**config.mk**
```make
export PLATFORM = sky130hd
export DESIGN_NAME = vector_register_file_broadcast
export DESIGN_NICKNAME = d
export VERILOG_FILES = /design/src/hdl/vrfb_pkg.sv /design/src/hdl/vrfb_row_mem.sv /design/src/hdl/vrfb_csr.sv /design/src/hdl/vector_register_file_broadcast.sv
export SDC_FILE = /design/constraint.sdc
export NUM_CORES = 2
export LEC_CHECK = 0
export ABC_AREA = 1
export BUFFER_PORTS_ARGS = -buffer_cell sky130_fd_sc_hd__buf_2
export CAP_MARGIN = 20
export CORE_AREA = 2 2 848 850
export DETAILED_ROUTE_END_ITERATION = 7
export DIE_AREA = 0 0 850 852
export PLACE_DENSITY = 0.38
export SLEW_MARGIN = 20
export SYNTH_ARGS = -nofsm -noshare
export SYNTH_HDL_FRONTEND = slang
export SYNTH_HIERARCHICAL = 1
export SYNTH_SLANG_ARGS = --single-unit
```
**constraint.sdc**
```tcl
create_clock -name clk -period 10.85 [get_ports clk]
set_input_delay 2.17 -clock clk [delete_from_list [all_inputs] [get_ports clk]]
set_output_delay 2.17 -clock clk [all_outputs]
set_load 0.02 [all_outputs]
```
**src/hdl/vrfb_pkg.sv**
```systemverilog
package vrfb_pkg;

    localparam int LANES  = 8;
    localparam int LANE_W = 16;
    localparam int BYTE_W = 8;

    typedef logic [LANES-1:0][LANE_W-1:0] row_t;

    typedef enum logic [2:0] {
        REQ_SEL_READ   = 3'd0,
        REQ_LANE_WRITE = 3'd1,
        REQ_BYTE_READ  = 3'd2,
        REQ_BYTE_WRITE = 3'd3,
        REQ_CTRL_READ  = 3'd4,
        REQ_CTRL_WRITE = 3'd5
    } req_type_t;

    typedef enum logic {
        ST_IDLE,
        ST_EXEC
    } state_t;

    localparam logic [4:0] CSR_CARRY   = 5'd0;
    localparam logic [4:0] CSR_COMPARE = 5'd1;
    localparam logic [4:0] CSR_EXTRA   = 5'd2;

    localparam logic [15:0] BYTE_MASK_LO = 16'h00FF;
    localparam logic [15:0] BYTE_MASK_HI = 16'hFF00;
    localparam logic [3:0]  SEL_FIXED    = 4'h8;
    localparam logic [3:0]  SEL_QUAD     = 4'h4;
    localparam logic [3:0]  SEL_PAIR     = 4'h2;
    localparam logic [2:0]  QUAD_KEEP    = 3'h4;
    localparam logic [2:0]  PAIR_KEEP    = 3'h6;

    typedef struct packed {
        logic [15:0] write_value;
        logic [3:0]  select_code;
        logic [2:0]  lane;
        logic [3:0]  element;
        logic [4:0]  reg_index;
        logic [2:0]  req_type;
    } req_t;

    typedef struct packed {
        logic        wr_en;
        logic [4:0]  index;
        logic [15:0] wdata;
    } csr_req_t;

    typedef struct packed {
        logic [15:0] rdata;
        logic        bad;
    } csr_rsp_t;

    function automatic logic [2:0] pick_lane(input logic [2:0] cur, input logic [3:0] sel);
        logic [2:0] r;
        priority if ((sel & SEL_FIXED) != 4'h0)
        begin
            r = sel[2:0];
        end
        else if ((sel & SEL_QUAD) != 4'h0)
        begin
            r = (cur & QUAD_KEEP) | {1'b0, sel[1:0]};
        end
        else if ((sel & SEL_PAIR) != 4'h0)
        begin
            r = (cur & PAIR_KEEP) | {2'b00, sel[0]};
        end
        else
        begin
            r = cur;
        end
        return r;
    endfunction

endpackage

```
**src/hdl/vrfb_row_mem.sv**
```systemverilog
module vrfb_row_mem #(
    parameter int NUM_REGS = 32
) (
    input  logic                                 clk,
    input  logic                                 rst_n,
    input  logic                                 rd_en,
    input  logic [$clog2(NUM_REGS)-1:0]          rd_addr,
    input  logic                                 wr_en,
    input  logic [$clog2(NUM_REGS)-1:0]          wr_addr,
    input  vrfb_pkg::row_t                       wr_data,
    output vrfb_pkg::row_t                       rd_row
);
    import vrfb_pkg::*;

    row_t                mem [NUM_REGS];
    row_t                rd_data_reg;
    logic                rd_valid_reg;
    logic [NUM_REGS-1:0] row_valid_reg;

    // A row never written since reset reads as zero.
    always_ff @(posedge clk)
    begin
        if (wr_en)
        begin
            mem[wr_addr] <= wr_data;
        end
        if (rd_en)
        begin
            rd_data_reg <= mem[rd_addr];
        end
    end

    always_ff @(posedge clk or negedge rst_n)
    begin
        if (!rst_n)
        begin
            row_valid_reg <= '0;
            rd_valid_reg  <= 1'b0;
        end
        else
        begin
            if (wr_en)
            begin
                row_valid_reg[wr_addr] <= 1'b1;
            end
            if (rd_en)
            begin
                rd_valid_reg <= row_valid_reg[rd_addr];
            end
        end
    end

    assign rd_row = rd_valid_reg ? rd_data_reg : '0;

endmodule

```
**src/hdl/vrfb_csr.sv**
```systemverilog
module vrfb_csr (
    input  logic               clk,
    input  logic               rst_n,
    input  vrfb_pkg::csr_req_t req,
    output vrfb_pkg::csr_rsp_t rsp
);
    import vrfb_pkg::*;

    logic [15:0]       carry_reg;
    logic [15:0]       compare_reg;
    logic [BYTE_W-1:0] extra_reg;

    always_comb
    begin
        rsp = '0;
        unique case (req.index)
            CSR_CARRY:   rsp.rdata = carry_reg;
            CSR_COMPARE: rsp.rdata = compare_reg;
            CSR_EXTRA:   rsp.rdata = {8'h00, extra_reg};
            default:     rsp.bad   = 1'b1;
        endcase
    end

    always_ff @(posedge clk or negedge rst_n)
    begin
        if (!rst_n)
        begin
            carry_reg   <= '0;
            compare_reg <= '0;
            extra_reg   <= '0;
        end
        else if (req.wr_en)
        begin
            unique case (req.index)
                CSR_CARRY:   carry_reg   <= req.wdata;
                CSR_COMPARE: compare_reg <= req.wdata;
                CSR_EXTRA:   extra_reg   <= req.wdata[BYTE_W-1:0];
                default:     ;
            endcase
        end
    end

endmodule

```
**src/hdl/vector_register_file_broadcast.sv**
```systemverilog
// Channel  Direction  Payload
// s_*      in         request: req_type, reg_index, element, lane, select_code, write_value
// m_*      out        result: read_data, bad_index
//
// Each request reads the addressed register row from the row memory (separate read
// and write ports) on acceptance, then merges and writes the row back and loads the result.
// A new request is accepted while the previous result waits in the output register.
// A stalled output holds the block in ST_EXEC until the result is taken.
// Reset is asynchronous; no clearing pass runs, rows read as zero until first written.
module vector_register_file_broadcast #(
    parameter int NUM_REGS = 32
) (
    input  logic        clk,
    input  logic        rst_n,
    input  logic        s_tvalid,
    output logic        s_tready,
    // req_type[2:0], reg_index[7:3], element[11:8], lane[14:12],
    // select_code[18:15], write_value[34:19], zero fill above.
    input  logic [39:0] s_tdata,
    output logic        m_tvalid,
    input  logic        m_tready,
    // read_data[15:0], bad_index[16], zero fill above.
    output logic [23:0] m_tdata
);
    import vrfb_pkg::*;

    localparam int ADDR_W = $clog2(NUM_REGS);

    state_t      state_reg;
    state_t      state_next;
    req_t        req_reg;
    logic        out_valid_reg;
    logic [15:0] out_data_reg;
    logic        out_bad_reg;

    logic        accept;
    logic        finish;
    logic        in_range;
    logic [5:0]  reg_ext;
    logic [5:0]  in_reg_ext;
    row_t        row;
    row_t        row_new;
    logic [15:0] lane_val;
    logic [15:0] byte_lane_val;
    logic [15:0] out_data_next;
    logic        out_bad_next;
    logic        mem_wr_en;
    req_type_t   rtype;
    csr_req_t    csr_req;
    csr_rsp_t    csr_rsp;

    assign accept     = s_tvalid && s_tready;
    assign rtype      = req_type_t'(req_reg.req_type);
    assign reg_ext    = {1'b0, req_reg.reg_index};
    assign in_reg_ext = {1'b0, s_tdata[7:3]};
    assign in_range   = {2'b00, req_reg.reg_index} < 7'(NUM_REGS);

    always_ff @(posedge clk or negedge rst_n)
    begin
        if (!rst_n)
        begin
            state_reg <= ST_IDLE;
        end
        else
        begin
            state_reg <= state_next;
        end
    end

    always_comb
    begin
        state_next = state_reg;
        s_tready   = 1'b0;
        finish     = 1'b0;
        unique case (state_reg)
            ST_IDLE:
            begin
                s_tready = 1'b1;
                if (s_tvalid)
                begin
                    state_next = ST_EXEC;
                end
            end
            ST_EXEC:
            begin
                if (!out_valid_reg || m_tready)
                begin
                    finish     = 1'b1;
                    state_next = ST_IDLE;
                end
            end
            default:
            begin
                state_next = ST_IDLE;
            end
        endcase
    end

    always_ff @(posedge clk)
    begin
        if (accept)
        begin
            req_reg <= req_t'(s_tdata[34:0]);
        end
    end

    vrfb_row_mem #(
        .NUM_REGS (NUM_REGS)
    ) u_row_mem (
        .clk     (clk),
        .rst_n   (rst_n),
        .rd_en   (accept),
        .rd_addr (in_reg_ext[ADDR_W-1:0]),
        .wr_en   (mem_wr_en),
        .wr_addr (reg_ext[ADDR_W-1:0]),
        .wr_data (row_new),
        .rd_row  (row)
    );

    assign csr_req.wr_en = finish && (rtype == REQ_CTRL_WRITE);
    assign csr_req.index = req_reg.reg_index;
    assign csr_req.wdata = req_reg.write_value;

    vrfb_csr u_csr (
        .clk   (clk),
        .rst_n (rst_n),
        .req   (csr_req),
        .rsp   (csr_rsp)
    );

    assign lane_val      = row[pick_lane(req_reg.lane, req_reg.select_code)];
    assign byte_lane_val = row[req_reg.element[3:1]];

    always_comb
    begin
        row_new       = row;
        out_data_next = '0;
        out_bad_next  = 1'b0;
        mem_wr_en     = 1'b0;
        unique case (rtype)
            REQ_SEL_READ:
            begin
                out_data_next = in_range ? lane_val : '0;
            end
            REQ_LANE_WRITE:
            begin
                row_new[req_reg.element[2:0]] = req_reg.write_value;
                mem_wr_en = finish && in_range;
            end
            REQ_BYTE_READ:
            begin
                if (in_range)
                begin
                    out_data_next = req_reg.element[0]
                        ? (byte_lane_val & BYTE_MASK_LO)
                        : ((byte_lane_val & BYTE_MASK_HI) >> BYTE_W);
                end
            end
            REQ_BYTE_WRITE:
            begin
                row_new[req_reg.element[3:1]] = req_reg.element[0]
                    ? ((byte_lane_val & BYTE_MASK_HI) | (req_reg.write_value & BYTE_MASK_LO))
                    : ((byte_lane_val & BYTE_MASK_LO)
                       | ((req_reg.write_value & BYTE_MASK_LO) << BYTE_W));
                mem_wr_en = finish && in_range;
            end
            REQ_CTRL_READ:
            begin
                out_data_next = csr_rsp.rdata;
                out_bad_next  = csr_rsp.bad;
            end
            REQ_CTRL_WRITE:
            begin
                out_bad_next = csr_rsp.bad;
            end
            default:
            begin
            end
        endcase
    end

    always_ff @(posedge clk or negedge rst_n)
    begin
        if (!rst_n)
        begin
            out_valid_reg <= 1'b0;
        end
        else if (finish)
        begin
            out_valid_reg <= 1'b1;
        end
        else if (m_tready)
        begin
            out_valid_reg <= 1'b0;
        end
    end

    always_ff @(posedge clk)
    begin
        if (finish)
        begin
            out_data_reg <= out_data_next;
            out_bad_reg  <= out_bad_next;
        end
    end

    assign m_tvalid = out_valid_reg;
    assign m_tdata  = {7'b0, out_bad_reg, out_data_reg};

    a_load_from_exec: assert property (@(posedge clk) disable iff (!rst_n)
        $rose(m_tvalid) |-> $past(state_reg == ST_EXEC))
        else $error("result appeared without an executing request");

    a_stall_holds_exec: assert property (@(posedge clk) disable iff (!rst_n)
        state_reg == ST_EXEC && out_valid_reg && !m_tready |=> state_reg == ST_EXEC)
        else $error("request finished while the output was stalled");

    a_bad_only_ctrl: assert property (@(posedge clk) disable iff (!rst_n)
        finish && out_bad_next |-> rtype == REQ_CTRL_READ || rtype == REQ_CTRL_WRITE)
        else $error("error flag raised for a non-control request");

    a_writes_zero: assert property (@(posedge clk) disable iff (!rst_n)
        finish && (rtype == REQ_LANE_WRITE || rtype == REQ_BYTE_WRITE
                   || rtype == REQ_CTRL_WRITE) |=> m_tdata[15:0] == 16'h0000)
        else $error("write returned nonzero data");

endmodule
```
==> qor_table.md <==
| Step | Result | Reported |
|---|---|---|
| outcome | Outcome | finished, final reports clean |
| logic synthesis | Leading post-synthesis cells by cell area | sky130_fd_sc_hd__edfxtp_1, sky130_fd_sc_hd__nand3_1, sky130_fd_sc_hd__nand2_1 |
| final layout | Area growth, synth to finish | 14.9% |
| logic synthesis | Synthesized flop and latch total | 4351 |
| logic synthesis | Number of enable flip-flop cells after synthesis | 4276 |
| critical path | Sort of element at the end of the critical path | flop |
| placed design | Count of input and output buffers | 57 |
| logic synthesis | Yosys cell types | 35 |
| worst hold path | Hold WC Path Type | reg2reg |
| final layout | Most frequent cells in the layout | sky130_fd_sc_hd__edfxtp_1, sky130_fd_sc_hd__nand2_1, sky130_fd_sc_hd__nand3_1 |
| final layout | Commonest non-fill, non-tap cell in the layout | sky130_fd_sc_hd__edfxtp_1 |
| clock tree | Clock transition at the registers of the reported paths | 60 ps |
| sta | Total count of hold-check failures in the final report | 0 |
| critical path | Reg2reg setup slack | 5270 ps |
| logic synthesis | Sequential-to-total area share from yosys stat | 73.1% |
| grt | Global-route usage over all layers | 17.9% |
| drt | Total vias in the final route | 120000 |
| power | Lkg Pwr | 69.1 nW |
| floorplan | Starting density of the core | 24.9% |
| critical path | Data required time of the worst path | 11520 ps |
| placed design | Total half-perimeter wirelength after legalization and detailed placement | 334000 um |
| logic synthesis | Number of warning messages in the yosys log | 6 |
| final layout | Sequential Area | 0.130 mm2 |
| placed design | Post-place instance area | 0.190 mm2 |
| clock tree | H-tree levels | 5 |
| clock tree | Clock latency on the worst-skew pair | 1080 ps |
| worst hold path | Hold depth | 1 |
| clock tree | TritonCTS clock tree | yes |
| grt | Total global routing overflow | 0 |
| sta | Fmax | 179 MHz |
| final layout | Fraction of layout cells with a size suffix above 1 | 8.36% |
| logic synthesis | Gate Count Post-Synth | 14800 |
| final layout | Fill cell total of the finished layout | 73900 |
| final layout | Final-stage net count | 14700 |
| drt | Wire per inst | 27.4 um |
| clock tree | CTS root buffer | sky130_fd_sc_hd__clkbuf_16 |
| power | Max VDD drop | 0.171 mV |
| run | Max-capacitance violation count | 0 |
| drt | Pre-Repair DR Iteration Count | 7 |
| floorplan | # IOs | 70 |
| sta | Final setup violation count | 0 |
| worst hold path | End point of the worst hold path | u_row_mem/row_valid_reg[13] |
| clock tree | CTS max path bufs | 4 |
| power | Power per cell area | 204 mW/mm2 |
| drt | Mean number of vias per cell | 4.86 |
| final layout | Flip-flop count of the largest register after layout | 4096 |
| floorplan | Die span in x | 850 um |
| grt | Largest net degree at the start of global routing | 178 |
| clock tree | TritonCTS Buffers | 478 |
| critical path | Number of cells traversed by the worst register-to-register path | 6 |
| floorplan | Die area | 0.724 mm2 |
| sta | Fin crit period | 5580 ps |
| grt | First-pass GRT wire length | 939000 um |
| floorplan | Area of the core | 0.715 mm2 |
| sta | Actual slew at the worst max-slew pin | 1180 ps |
| final layout | Footprint of the multi-input gates | 0.0414 mm2 |
| logic synthesis | Most used flip-flop cell after synthesis | sky130_fd_sc_hd__edfxtp_1 |
| critical path | WP data arrival | 6240 ps |
| sta | Number of max-slew violations in the final report | 0 |
| logic synthesis | Fraction of post-synthesis cell area in the top cell type by area | 72.1% |
| sta | Slew HR | 21.3% |
| critical path | Reg2reg end | u_row_mem/mem[12][123] |
| clock tree | Clock Sinks | 4351 |
| sta | Total Neg Setup Slack | 0 ps |
| critical path | Critical path peak fanout | 36 |
| critical path | Type of origin of the critical path | flop |
| drt | Final wirelength | 675000 um |
| sta | Maximum clock skew at final layout | 104 ps |
| floorplan | Die H | 852 um |
| worst hold path | Hold Crit Start | u_row_mem/row_valid_reg[13] |
| critical path | RR Startpoint | rtype[0] |
| clock tree | Post-CTS setup buffer count | 0 |
| floorplan | # rows | 311 |
| sta | Final worst-path cycle share | 51.4% |
| logic synthesis | Post-synthesis async set-or-reset flop share | 1.72% |
| critical path | Crit path kind | reg2reg |
| logic synthesis | Avg Synthesized Cell Area | 12.1 um2 |
| grt | Vias in the first global route | 116000 |
| sta | Unrepaired setup endpoints after global routing | false |
| drt | DRC violation total after the first TritonRoute iteration | 11900 |
| grt | Antenna violations before repair | 27 |
| drt | DRC errors left | 0 |
| clock tree | Number of buffers inserted by hold repair at cts | 0 |
| clock tree | Post-cts repair resize count | 0 |
| final layout | Cell area after layout | 0.205 mm2 |
| drt | Number of nets with antenna violations after detailed routing | 0 |
| logic synthesis | Post-synth design cell area | 0.178 mm2 |
| placed design | Final estimated routing congestion in global placement | 0.827 |
| logic synthesis | Yosys top cell by area | sky130_fd_sc_hd__edfxtp_1 |
==> power breakdown <==
part	internal, W	total, W	switching (W)
clock	0.00895	0.0160	0.00702
sequential	0.0202	0.0205	0.000325
combinational	0.00100	0.00532	0.00432
total	0.0301	0.0418	0.0117
==> worst max-delay path by stage <==
| stage | from | to | slack [ps] | cells after the start |
|---|---|---|---|---|
| 3_5_place_dp | m_tready | u_row_mem/mem[12][124] | 4340 | 10 |
| 3_3_place_gp | m_tready | u_row_mem/mem[12][120] | 4300 | 10 |
| 5_1_grt | rtype[0] | u_row_mem/mem[12][93] | 5200 | 6 |
| 6_report | rtype[0] | u_row_mem/mem[12][123] | 5270 | 6 |
| 4_1_cts | rtype[0] | u_row_mem/mem[12][123] | 5240 | 6 |
| 2_1_floorplan | s_tvalid | csr_req[0] | 1030 | 2 |
==> area by class of cell <==
cell class                 count  area share (%)
sequential                  4351            63.6
multi-input combinational   8834            20.2
clock buffer                 596            6.12
tap                         9546            5.83
timing repair buffer         424            1.89
clock inverter               291            1.24
inverter                     546            1.03
antenna                       14          0.0171
==> kinds of logic after synthesis <==
logic type | synth area share (%)
buffers and inverters | 3.90
DFF | 73.1
and+or+nand+nor | 13.7
AOI/OAI and AO/OA | 9.24
other | 0.00210
==> cell usage after synthesis, types with 54 or more instances <==
library cell               count
sky130_fd_sc_hd__edfxtp_1   4276
sky130_fd_sc_hd__nand2_1    2342
sky130_fd_sc_hd__nand3_1    1804
sky130_fd_sc_hd__o21ai_0    1574
sky130_fd_sc_hd__nor2_1     1555
sky130_fd_sc_hd__o22ai_1     749
sky130_fd_sc_hd__clkbuf_1    588
sky130_fd_sc_hd__inv_1       526
sky130_fd_sc_hd__a21oi_1     377
sky130_fd_sc_hd__buf_2       212
sky130_fd_sc_hd__o21ai_1     191
sky130_fd_sc_hd__a22oi_1     128
sky130_fd_sc_hd__buf_1       115
sky130_fd_sc_hd__buf_4        78
sky130_fd_sc_hd__dfrtp_1      75
sky130_fd_sc_hd__buf_6        54
==> per-stage QoR <==
stage          setup slack [ps]  utilization (%)  hold slack, ps  cells  total power (W)
6_report                   5270             28.6             466  24600           0.0418
5_1_grt                    5200             28.6             477  24600           0.0433
4_1_cts                    5240             28.6             466  24600           0.0423
3_5_place_dp               4340             26.5             451  23700           0.0262
3_3_place_gp               4300             26.5             451  23700           0.0262
2_1_floorplan              1030                -             439  14800           0.0235
==> critical path: stages (launching register included) <==
cell and delay, ps:
sky130_fd_sc_hd__edfxtp_1 920, sky130_fd_sc_hd__nand3_4 610, sky130_fd_sc_hd__a21oi_1 550, sky130_fd_sc_hd__nand3_1 740, sky130_fd_sc_hd__nor2_4 1040, sky130_fd_sc_hd__buf_4 610, sky130_fd_sc_hd__buf_4 600
==> layer usage <==
metal  vias up  GRT usage [%]  wire, um
met2      3203           30.3    323000
met5         -              0        24
li1      53200              -         -
met4         4           4.04     16700
met3       846           2.01     31500
met1     62300           24.6    304000
Power figures use the tool's default switching activity.
